File: src/rtl/frh_pkg.sv
// ----------------------------------------------------------------------------
// frh_pkg: shared types and constants for the fixed-range histogram
// Holds the queue word, the back-end state encoding, opcode and register
// codes, and the helper that clamps a count to the 32-bit report width.
// ----------------------------------------------------------------------------
package frh_pkg;

    // Field widths fixed by the interface
    localparam int SAMPLE_BITS    = 32;
    localparam int SELECT_BITS    = 16;
    localparam int REPORT_BITS    = 32;
    localparam int CFG_INDEX_BITS = 1;

    // Queue between front and back
    localparam int QUEUE_DEPTH = 2;
    localparam int QPTR_BITS   = 1;
    localparam int QCNT_BITS   = 2;

    // Opcodes
    localparam logic OP_ADD  = 1'b0;
    localparam logic OP_READ = 1'b1;

    // Configuration register indexes
    localparam logic [CFG_INDEX_BITS-1:0] REG_RANGE_LOW  = 1'b0;
    localparam logic [CFG_INDEX_BITS-1:0] REG_RANGE_HIGH = 1'b1;

    // Classified word passed from front to back
    typedef struct packed {
        logic                   op;
        logic                   keep;    // add sample lies inside the range
        logic [SAMPLE_BITS-1:0] off;     // sample minus range low
        logic [SELECT_BITS-1:0] sel;
    } entry_t;

    // Status from back to front
    typedef struct packed {
        logic clearing;
    } back_status_t;

    typedef enum logic [1:0] {
        BK_CLEAR,
        BK_IDLE,
        BK_DIVIDE,
        BK_LOOKUP
    } back_state_t;

    // Clamp a count (zero-extended to 64 bits) to the report width
    function automatic logic [REPORT_BITS-1:0] report32(input logic [63:0] c);
        logic [REPORT_BITS-1:0] r;
        r = (|c[63:REPORT_BITS]) ? '1 : c[REPORT_BITS-1:0];
        return r;
    endfunction

endpackage

File: src/rtl/frh_front.sv
// ----------------------------------------------------------------------------
// frh_front: input side of the histogram
// Accepts words, checks add samples against the configured range, forms the
// offset from range low and holds classified words in a two-entry queue.
// ----------------------------------------------------------------------------
module frh_front (
    input  logic                                 clk,
    input  logic                                 rst_n,
    input  logic                                 push,
    output logic                                 full,
    input  logic                                 opcode,
    input  logic signed [frh_pkg::SAMPLE_BITS-1:0] sample,
    input  logic [frh_pkg::SELECT_BITS-1:0]      bin_select,
    input  logic signed [frh_pkg::SAMPLE_BITS-1:0] range_low,
    input  logic signed [frh_pkg::SAMPLE_BITS-1:0] range_high,
    input  frh_pkg::back_status_t                status,
    output frh_pkg::entry_t                      entry,
    output logic                                 entry_valid,
    input  logic                                 entry_ready
);

    frh_pkg::entry_t                   slot_reg [frh_pkg::QUEUE_DEPTH];
    logic [frh_pkg::QPTR_BITS-1:0]     wr_ptr_reg;
    logic [frh_pkg::QPTR_BITS-1:0]     rd_ptr_reg;
    logic [frh_pkg::QCNT_BITS-1:0]     count_reg;
    logic [frh_pkg::QCNT_BITS-1:0]     count_next;
    frh_pkg::entry_t                   new_entry;
    logic signed [frh_pkg::SAMPLE_BITS:0] diff;
    logic                              in_range;
    logic                              do_push;
    logic                              do_pop;

    // Classify the incoming word
    always_comb
    begin
        diff     = {sample[frh_pkg::SAMPLE_BITS-1], sample}
                 - {range_low[frh_pkg::SAMPLE_BITS-1], range_low};
        in_range = (range_high > range_low) && (sample >= range_low)
                && (sample < range_high);
        new_entry.op   = opcode;
        new_entry.keep = in_range;
        new_entry.off  = diff[frh_pkg::SAMPLE_BITS-1:0];
        new_entry.sel  = bin_select;
    end

    // Queue handshakes; hold off input while the store is being cleared
    assign full        = (count_reg == frh_pkg::QCNT_BITS'(frh_pkg::QUEUE_DEPTH))
                      || status.clearing;
    assign do_push     = push && !full;
    assign entry_valid = (count_reg != '0);
    assign do_pop      = entry_valid && entry_ready;
    assign entry       = slot_reg[rd_ptr_reg];

    always_comb
    begin
        count_next = count_reg;
        if (do_push && !do_pop)
        begin
            count_next = count_reg + 1'b1;
        end
        else if (do_pop && !do_push)
        begin
            count_next = count_reg - 1'b1;
        end
    end

    // Advance pointers and count
    always_ff @(posedge clk or negedge rst_n)
    begin
        if (!rst_n)
        begin
            wr_ptr_reg <= '0;
            rd_ptr_reg <= '0;
            count_reg  <= '0;
        end
        else
        begin
            count_reg <= count_next;
            if (do_push)
            begin
                wr_ptr_reg <= wr_ptr_reg + 1'b1;
            end
            if (do_pop)
            begin
                rd_ptr_reg <= rd_ptr_reg + 1'b1;
            end
        end
    end

    // Store the classified word
    always_ff @(posedge clk)
    begin
        if (do_push)
        begin
            slot_reg[wr_ptr_reg] <= new_entry;
        end
    end

endmodule

File: config.mk
export PLATFORM = sky130hd
export DESIGN_NAME = frh_front
export DESIGN_NICKNAME = d
export VERILOG_FILES = /design/src/rtl/frh_pkg.sv /design/src/rtl/frh_front.sv
export SDC_FILE = /design/constraint.sdc
export NUM_CORES = 1
export LEC_CHECK = 0
export BUFFER_PORTS_ARGS = -buffer_cell sky130_fd_sc_hd__buf_2
export CORE_MARGIN = 4
export CORE_UTILIZATION = 36
export CTS_BUF_LIST = sky130_fd_sc_hd__clkbuf_4
export CTS_CLUSTER_DIAMETER = 120
export DETAILED_ROUTE_END_ITERATION = 8
export GPL_ROUTABILITY_DRIVEN = 0
export GPL_TIMING_DRIVEN = 0
export PLACE_DENSITY_LB_ADDON = 0.3
export RECOVER_POWER = 50
export SLEW_MARGIN = 10
export SYNTH_ARGS = -nofsm -noshare
export SYNTH_HDL_FRONTEND = slang
export SYNTH_SLANG_ARGS = --single-unit
File: constraint.sdc
create_clock -name clk -period 4.7 [get_ports clk]
set_clock_uncertainty 0.15 [all_clocks]
set_input_delay 0.47 -clock clk [delete_from_list [all_inputs] [get_ports clk]]
set_output_delay 0.47 -clock clk [all_outputs]
set_load 0.01 [all_outputs]
Yosys cells after proc, flatten, opt, wreduce, memory -nomap -nowiden
Memories as Yosys holds them, arrays and structs flattened.
Cells that the tools add are included.
{ "word_totals": {"latch_bits": 0, "ram_bits": 100, "mem_count": 1, "wordCells": 29, "inputBits": 118, "rom_bits": 0, "out_inout_bits": 52, "ff_bits": 4} }
{ "memory_table": {"columns": ["name", "depth", "word_bits", "read_ports", "rd_clocked_by_memory_dff", "wr", "line", "source"], "rows": [
  ["slot_reg", 2, 50, 1, 0, 1, "frh_front.sv:22", "frh_pkg::entry_t slot_reg [frh_pkg::QUEUE_DEPTH];"]
]} }
{ "op_classes": {"n_reduce_logical": 12, "add_sub_neg": 5, "magnitude_cmp": 3, "n_eq_ne": 1, "n_bitwise": 0, "mul": 0, "mux": 4, "n_shift": 0, "div": 0} }
{ "op_table": {"columns": ["operator", "count"], "rows": [
  ["$ge A32 B32 Y1", 1],
  ["$gt A32 B32 Y1", 1],
  ["$lt A32 B32 Y1", 1],
  ["$sub A32 B32 Y32", 1],
  ["$logic_and A1 B1 Y1", 6],
  ["$mux W2", 2],
  ["$reduce_bool A2 Y1", 2],
  ["$logic_not A1 Y1", 3],
  ["$add A1 B1 Y1 const B", 2],
  ["$add A2 B1 Y2 const B", 1],
  ["$eq A2 B2 Y1 const B", 1],
  ["$mux W1", 2],
  ["$sub A2 B1 Y2 const B", 1],
  ["$logic_or A1 B1 Y1", 1]
]} }

Longest topological paths before layout
Gate-level depths: netlist (run 1).
{ "logic_depth": {"word_depth": 8, "mapped_depth": 11} }

Worst setup path before layout (run 1)
No wires, ideal clock.
{ "synth_path": {"path_type": "input to register", "start": "in status", "end": "mem slot_reg[0][0] (netlist name) (enable)", "slack_ns": 1.227, "stages": 3, "n_path_buf": 0, "arrival_time_ns": 2.865, "cell_sequence": "a21oi_1 > nand2_1 > nor2_1"} }
{ "synth_via": {"elab_chain_len": 5} }
{ "synth_rtl": {"columns": ["element", "line", "source"], "rows": [
  ["from (decl)", "frh_front.sv:16", "input frh_pkg::back_status_t status,"],
  ["$logic_or A1 B1 Y1", "frh_front.sv:48", "|| status.clearing;"],
  ["$logic_not A1 Y1", "frh_front.sv:49", "assign do_push = push && !full;"],
  ["$logic_and A1 B1 Y1", "frh_front.sv:49", null],
  ["$mux W1", "frh_front.sv:93", "if (do_push)"],
  ["$mux W1 (not written as such)", "frh_front.sv:95", "slot_reg[wr_ptr_reg] <= new_entry;"],
  ["to (decl)", "frh_front.sv:22", null]
]} }
No other way between the ends.

Final worst setup path (run 1)
{ "layout_path": {"start": "reg count_reg[0] (netlist name)", "end": "mem slot_reg[1][13] (netlist name) (enable)"} }
{ "layout_via": {"elab_chain_len": 6} }
{ "layout_rtl": {"columns": ["element", "line", "source"], "rows": [
  ["from (decl)", "frh_front.sv:25", "logic [frh_pkg::QCNT_BITS-1:0] count_reg;"],
  ["from (signal assigned)", "frh_front.sv:78", "count_reg <= count_next;"],
  ["$eq A2 B2 Y1", "frh_front.sv:47", "assign full = (count_reg == frh_pkg::QCNT_BITS'(frh_pkg::QUEUE_DEPTH))"],
  ["$logic_or A1 B1 Y1", "frh_front.sv:48", null],
  ["$logic_not A1 Y1", "frh_front.sv:49", null],
  ["$logic_and A1 B1 Y1", "frh_front.sv:49", null],
  ["$mux W1", "frh_front.sv:93", null],
  ["$mux W1 (not written as such)", "frh_front.sv:95", null]
]} }
No other way between the ends.

==> out/metrics.cfg, run 1 <==
[sta]
max_clock_freq_ghz = 0.292
post-route-period-util = 0.730
grt_setup_unrepaired = false
setup_viol = 0
tightestPinTransition_ps = 2120
period_minus_slack_ps = 3430
holdWs_ps = 62.9
hold_viol = 0
slew_headroom = -0.420
fin_setup_tns_ps = 0
fin_ws_ps = 1270
final_max_slew_viol_count = 54

[critical_path]
max_stage_delay_ps = 1270
r2r_start = count_reg[0]
crit_chain = inv_1 -> a21oi_1 -> and3_1 -> clkbuf_1
crit_arrival_ps = 3320
path_max_fanout = 29
cp.depth = 4
ff2ff_setup_slack_ps = 1270
cp_top_family = buffers and inverters
critPathCaptureType = register
r2r.worst_path.cells = 4
crit_type = reg -> reg
r2r-end = slot_reg[1][13]
required_ps = 4590
cp-start-kind = register
cp_slowest_cell = clkbuf_1
cp.buffers_inverters = 2

[min_path]
whs_path_depth = 1
worstHoldStart = bin_select[6]
hp-class = in -> reg
hold_end = slot_reg[0][6]

[cells_and_area]
areaGrowthSynthToFinish_pct = 19.4
drive_above_1_share = 0.281
fin_nets = 1050
design_area_sq_um = 8500
largest_reg_flops = 100

[synth]
synth.cell_area_sq_um = 7120
synthTopCellsByArea = edfxtp_1 42%, ha_1 17%, mux2_2 7.9%, inv_1 4.2%, a21oi_1 3.4%
ys.warnings.count = 0
ys_ff_latch = 104
synth-seq-area-share = 0.436
synth_cell_types = 55
netlist_instances = 648
synth_edf_count = 100
async_flop_share = 0.0385
avgSynthCellArea_sq_um = 11.0
yosysTopAreaCell = edfxtp_1
synth.top_cell.area_share = 0.422
synth-main-ff-cell = edfxtp_1
syn_nets = 863

[drt]
wl_per_cell_microns = 14.8
num_vias = 5289
drtIter0Drc = 255
routed_via_density = 4.78
drt_first_pass_iters = 4
ant_nets = 0
drc_errors = 0
wl_microns = 16400

[floorplan]
dieArea_sq_um = 22100
initial_utilization = 0.366
die_h_microns = 149
die_w_microns = 149
ios = 170
rows = 51
core-area_sq_um = 19500

[power_and_ir_drop]
power.leakage_nw = 3.89
vdd_drop_max_v = 0.000106
power_density_nw_per_um2 = 337
total_power_mw = 2.87

[cts]
cts_repair_resize_count = 0
cts_tree = done
clock_sinks = 104
htreeDepth = 3
worstSkewPairLatency_ps = 430
path_clk_slew_ps = 150
clock-root-buffer = clkbuf_4
cts.path.max_buffers = 2
cts_inserted_buffers = 9

[run_status]
violations = capacitance limit, slew limit
status = finished with violations

[global_route]
antenna_found_initial = 1
grt_pass1_vias = 5213
track_usage = 0.146
grt_overflow_total = 0
grt_max_degree = 30
grt_first_pass_wirelength_microns = 25900

[place]
port_buffers = 169
hpwlAfterDp_microns = 13500
place_ws_ps = 1240
post_dp_cell_area_sq_um = 8350

[flow_run]
maxCapViolCount = 2

-- kinds of logic after synthesis --
| logic type | after synthesis | synth area share |
|---|---|---|
| mux | 51 | 0.0805 |
| simple gates | 131 | 0.0919 |
| xor+xnor | 29 | 0.0357 |
| flops | 104 | 0.436 |
| compound gates | 146 | 0.137 |
| buf+inv | 90 | 0.0474 |
| fa+ha+maj | 97 | 0.171 |
-- layout make-up --
cell class / instances / area (sq um)
repair buffers: 176 / 910
clock buffers: 9 / 67.6
fillers: 1910 / 11000
well taps: 265 / 332
clock inverters: 7 / 80.1
plain buffers: 11 / 41.3
inverters: 79 / 297
multi-input cells: 454 / 3670
diodes: 1 / 2.50
flip-flops and latches: 104 / 3100
-- through the flow --
stage	utilization	std cells
global route	0.437	1106
floorplan	-	648
finish	0.437	1106
detailed placement	0.429	1084
CTS	0.437	1101
global placement	0.426	1082
-- how the worst max path moves through the flow --
stage | slack (ps) | startpoint | to
finish | 1270 | count_reg[0] | slot_reg[1][13]
global route | 880 | count_reg[0] | slot_reg[1][27]
CTS | 1750 | sample[0] | slot_reg[0][44]
detailed placement | 1240 | sample[0] | slot_reg[1][44]
global placement | -170 | status | slot_reg[0][24]
floorplan | 1230 | status | slot_reg[0][0]
-- layout by cell type (no fill, tap or decap), types with 13 or more instances in the layout --
master / netlist / routed
ha_1: 96 / 96
nor2_1: 35 / 35
a21oi_1: 49 / 49
mux2_2: 50 / 50
xnor2_1: 19 / 19
inv_1: 79 / 79
nand3_1: 18 / 18
o21ai_0: 23 / 23
a21o_1: 28 / 28
nand2_1: 25 / 25
clkbuf_1: 9 / 18
nand4_1: 13 / 13
buf_2: 0 / 161
edfxtp_1: 100 / 100
-- worst reg2reg max path, stage by stage, from the launching register on --
cell	delay, ps
dfrtp_1	440
inv_1	60
a21oi_1	200
and3_1	890
clkbuf_1	1280
-- cell usage after synthesis, drive strengths merged, types with 10 or more instances --
cell type    n
mux2        50
xnor2       19
a21o        28
edfxtp     100
o21ai       23
a21oi       49
inv         79
xor2        10
nand2       25
nand4       13
nand3       18
ha          96
nor2        35
-- metal layers --
metal / GRT usage / wire (microns)
met5: 0 / 0
met4: 0.0319 / 113
met3: 0.0183 / 672
met2: 0.236 / 7410
met1: 0.209 / 8210
-- power breakdown --
group	leakage, nW	switching [mW]	internal [mW]	total [mW]
Combinational	2.85	0.649	0.529	1.18
Sequential	0.960	0.0333	1.20	1.23
Clock	0.0780	0.291	0.168	0.459
-- timing repair --
action                    4_1_cts  5_1_grt
buffers inserted                0        0
hold buffers                    1        4
hold endpoints to repair        4        7
Note: power is estimated with default switching activity, not from simulation.
==> run 2, diff against run 1 <==
- clock period: 4.7 -> 2.84 ns (I/O delays scaled with it)
==> run 2 against run 1 <==
  * The flow now finishes without violations
  * Critical path depth is 7 higher
  * Core utilization grew 0.73 points
  * Final area rose by 1.7%
  * Sequential cell count unchanged
==> out/metrics.cfg, run 2 (synthesis results as in run 1) <==
[run_status]
status = completed

[cells_and_area]
layout_commonest_cell = buf_2
fin_nets = 1066
areaGrowthSynthToFinish_pct = 21.3
final_cell_mix = 155 x buf_2, 100 x edfxtp_1, 96 x ha_1, 79 x inv_1, 50 x mux2_2
largest_reg_flops = 100
drive_above_1_share = 0.273
post-route-util = 0.444

[sta]
hold_viol = 0
post-route-period-util = 0.960
final_max_slew_viol_count = 0
tightestPinTransition_ps = 1320
slew_headroom = 0.117
period_minus_slack_ps = 2730
grt_setup_unrepaired = false
max_clock_freq_ghz = 0.367
setup_viol = 0

[critical_path]
cp_top_family = compound AO/OA/AOI/OAI gates
r2r-end = slot_reg[0][14]
max_stage_delay_ps = 340
crit_path_frequent_cell = o31a_1
ff2ff_setup_slack_ps = 230
cp.buffers_inverters = 2
cp.depth = 11
cp_slowest_cell = o31a_1
r2r_start = count_reg[0]
crit_arrival_ps = 2750
r2r.worst_path.cells = 5
required_ps = 2870
cp-start-kind = primary input
crit_chain = buf_2 -> inv_1 -> ha_1 -> nor2b_1 -> o31a_1 -> o31a_1 -> o31a_1 -> a41o_1 -> a21boi_2 -> nand4_1 -> o311ai_1
crit_type = in -> reg
critPathCaptureType = register
path_max_fanout = 5

[drt]
routed_via_density = 4.83
ant_nets = 0
drc_errors = 0
wl_microns = 16700
drt_first_pass_iters = 5
wl_per_cell_microns = 14.9
drtIter0Drc = 187
num_vias = 5423

[power_and_ir_drop]
power.leakage_nw = 3.94
total_power_mw = 4.66
vdd_drop_max_v = 0.000155
power_density_nw_per_um2 = 539

[floorplan]
initial_utilization = 0.366
ios = 170
core-area_sq_um = 19500
dieArea_sq_um = 22100
rows = 51
die_h_microns = 149
die_w_microns = 149

[flow_run]
maxCapViolCount = 0

[cts]
worstSkewPairLatency_ps = 420
clock-root-buffer = clkbuf_4
path_clk_slew_ps = 150
htreeDepth = 3
cts.path.max_buffers = 2
cts_tree = done
clock_sinks = 104
cts_inserted_buffers = 9

[global_route]
grt_max_degree = 30
grt_first_pass_wirelength_microns = 27200
grt_overflow_total = 0
track_usage = 0.152
grt_pass1_vias = 5562
antenna_found_initial = 1

[min_path]
hp-class = in -> reg
whs_path_depth = 3
worstHoldStart = push
hold_end = wr_ptr_reg

[place]
hpwlAfterDp_microns = 13700
port_buffers = 169

## run 2: metrics by stage
step	hold WS, ps	std cells	setup TNS (ps)	setup slack [ps]	instance area [sq um]
6_report	35.1	1122	0	114	8640
3_5_place_dp	-52.1	1084	-6790	-479	8350
4_1_cts	22.9	1120	0	20.7	8660
3_3_place_gp	-55.2	1082	-53880	-610	8300
2_1_floorplan	-162	648	0	71.1	7120
5_1_grt	9.81	1122	0	6.81	8640
## run 2: worst max-delay path by stage
stage	startpoint	endpoint	slack, ps
global placement	count_reg[0]	slot_reg[0][20]	-610
detailed placement	sample[0]	slot_reg[0][44]	-480
global route	count_reg[0]	slot_reg[0][14]	7
floorplan	range_low[1]	slot_reg[0][41]	70
CTS	sample[0]	slot_reg[1][44]	20
finish	range_low[1]	slot_reg[0][47]	110
## run 2: layout make-up
type / count / area, sq um
inverters: 79 / 297
multi-input cells: 454 / 3680
plain buffers: 11 / 41.3
repair buffers: 192 / 1080
diodes: 1 / 2.50
fillers: 1891 / 10800
well taps: 265 / 332
clock inverters: 6 / 35.0
flip-flops and latches: 104 / 3100
clock buffers: 10 / 75.1
## run 2: worst min-delay path, stage by stage
cell and delay (ps):
buf_2 100, nand2_1 120, xnor2_1 80
## run 2: metal layers
metal	GRT usage	part of all wire
met1	0.219	0.50
met4	0.0439	0.014
met3	0.0168	0.033
met2	0.243	0.45
met5	0	0
## run 2: power breakdown
part           internal (mW)  total [mW]  leakage (nW)  switching, mW
registers               1.98        2.03         0.960         0.0559
logic                  0.899        1.99          2.92           1.09
clock network          0.187       0.635        0.0640          0.448
## run 2: what timing repair did
item / 4_1_cts / 5_1_grt
endpoints found under the setup margin: 0 / 9
gates resized for setup: 0 / 4
endpoints found under the hold margin: 39 / 0
hold buffers: 20 / 0
setup buffers: 0 / 1
==> run 3, diff against run 2 <==
- CORE_MARGIN: 4 -> 1.5
- CTS_BUF_LIST: sky130_fd_sc_hd__clkbuf_4 -> sky130_fd_sc_hd__clkbuf_4 sky130_fd_sc_hd__clkbuf_8
- PLACE_DENSITY_LB_ADDON: 0.3 -> unset
==> run 3 against run 2 <==
  * Final cell count fell by 0.36%
  * Count of clock-buffer cells in the layout fell by 1
  * Final area increased by 0.72%
  * Via count fell by 0.81%
  * Global-route usage is 0.83 points higher
  * Non-clock buffer count is 3 lower
  * Wire length decreased by 1.1%
  * Largest cell class unchanged
  * Largest power group unchanged
==> out/metrics.cfg, run 3 (synthesis results as in run 1) <==
[cts]
htreeDepth = 3
cts.path.max_buffers = 2
cts_setup_buffers = 0
path_clk_slew_ps = 100
worstSkewPairLatency_ps = 350
cts_inserted_buffers = 9
cts_tree = done
clock_sinks = 104
clock-root-buffer = clkbuf_8

[global_route]
grt_first_pass_wirelength_microns = 25400
use_met2 = 0.266
use_met1 = 0.218
track_usage = 0.160
grt_overflow_total = 0
use_met3 = 0.0237
antenna_found_initial = 0
grt_pass1_vias = 5031
grt_busiest_layer = met2
grt_max_degree = 27

[sta]
grt_setup_unrepaired = false
holdWs_ps = 58.1
post-route-period-util = 0.971
final_max_slew_viol_count = 0
max_clock_freq_ghz = 0.362
tightestPinTransition_ps = 1250
hold_viol = 0
fin_ws_ps = 81.2
period_minus_slack_ps = 2760
fin_setup_tns_ps = 0
setup_viol = 0
slew_headroom = 0.169

[power_and_ir_drop]
switching_share = 0.340
vdd_drop_max_v = 0.000230
clkPwrFrac = 0.172
p_int_mw = 3.20
share_seq_of_total_power = 0.419
power.leakage_nw = 3.94
power_frac_comb = 0.409
p_switching_mw = 1.65
power_density_nw_per_um2 = 558

[critical_path]
crit_type = in -> reg
crit_chain = buf_2 -> inv_1 -> ha_1 -> nor2b_1 -> o31a_1 -> o31a_1 -> o31a_1 -> a41o_2 -> a2111oi_4 -> nor3_1 -> xor2_1
path_max_fanout = 4
cp_top_family = compound AO/OA/AOI/OAI gates
cp-start-kind = primary input
required_ps = 2800
crit_path_frequent_cell = o31a_1
critPathCaptureType = register
cp.buffers_inverters = 2
crit_arrival_ps = 2720
cp_slowest_cell = a41o_2
max_stage_delay_ps = 350

[min_path]
hp-class = in -> reg

[run_status]
status = completed

[floorplan]
ios = 170
die_w_microns = 144
die_h_microns = 144
dieArea_sq_um = 20600
rows = 51
initial_utilization = 0.366
core-area_sq_um = 19500

[drt]
drc_errors = 0
drtIter0Drc = 188
num_vias = 5379
routed_via_density = 4.81
wl_per_cell_microns = 14.8
ant_nets = 0
drt_first_pass_iters = 4
wl_microns = 16500

[cells_and_area]
layout_commonest_cell = buf_2
drive_above_1_share = 0.277
largest_reg_flops = 100
final_cells = 1118
diodes = 0
final_cell_mix = 153 x buf_2, 100 x edfxtp_1, 96 x ha_1, 79 x inv_1, 50 x mux2_2
areaGrowthSynthToFinish_pct = 22.2
fin_nets = 1063
post-route-util = 0.447

[flow_run]
maxCapViolCount = 0

[place]
hpwlAfterDp_microns = 13500
port_buffers = 169
dp_cells = 1084
place_ws_ps = -533

==> run 3: what timing repair did <==
action                                  in CTS  in global routing
hold buffers                                18                  0
hold endpoints to repair                    38                  0
resized for setup                            5                  4
endpoints found under the setup margin       8                  8
==> run 3: final cells by class <==
type / instances / area [sq um]
inverter: 79 / 297
timing repair buffer: 189 / 1050
tap: 265 / 332
multi-input combinational: 454 / 3700
clock buffer: 9 / 124
sequential: 104 / 3100
fill: 1888 / 10800
buffer: 11 / 41.3
clock inverter: 7 / 55.1
==> run 3: final timing paths <==
check / startpoint / to / slack, ps / depth (start not counted)
max in group asynchronous: rst_n / rd_ptr_reg / 2220 / 2
setup / recovery: range_low[1] / slot_reg[0][41] / 80 / 11
min in group asynchronous: rst_n / count_reg[1] / 130 / 2
hold / removal: entry_ready / rd_ptr_reg / 60 / 3
setup reg to reg: count_reg[0] / slot_reg[1][31] / 400 / 4
hold reg to reg: count_reg[1] / count_reg[1] / 340 / 1
==> run 3: power by group through the flow <==
| stage | Clock [mW] | Combinational (mW) | Sequential (mW) |
|---|---|---|---|
| 2_1_floorplan | 0 | 1.29 | 2.06 |
| 3_3_place_gp | 0 | 1.95 | 2.08 |
| 3_5_place_dp | 0 | 1.99 | 2.07 |
| 4_1_cts | 0.864 | 2.02 | 2.04 |
| 5_1_grt | 0.906 | 2.21 | 2.06 |
| 6_report | 0.834 | 1.99 | 2.03 |
==> run 3: through the flow <==
step                cell area [sq um]  total power, mW
global route                     8700             5.17
floorplan                        7120             3.35
detailed placement               8350             4.06
finish                           8700             4.85
global placement                 8300             4.03
CTS                              8710             4.92
==> run 3: worst reg2reg max path, cell delays in order, from the launching register on <==
cell     delay (ps)
dfrtp_1         420
inv_1            60
a21oi_1         190
and3_1         1020
buf_12          290
==> run 3: metal layers <==
metal / wire length [microns] / vias up
li1: - / 2801
met1: 8020 / 2452
met2: 7700 / 117
met3: 652 / 9
met4: 154 / 0
met5: 0 / -
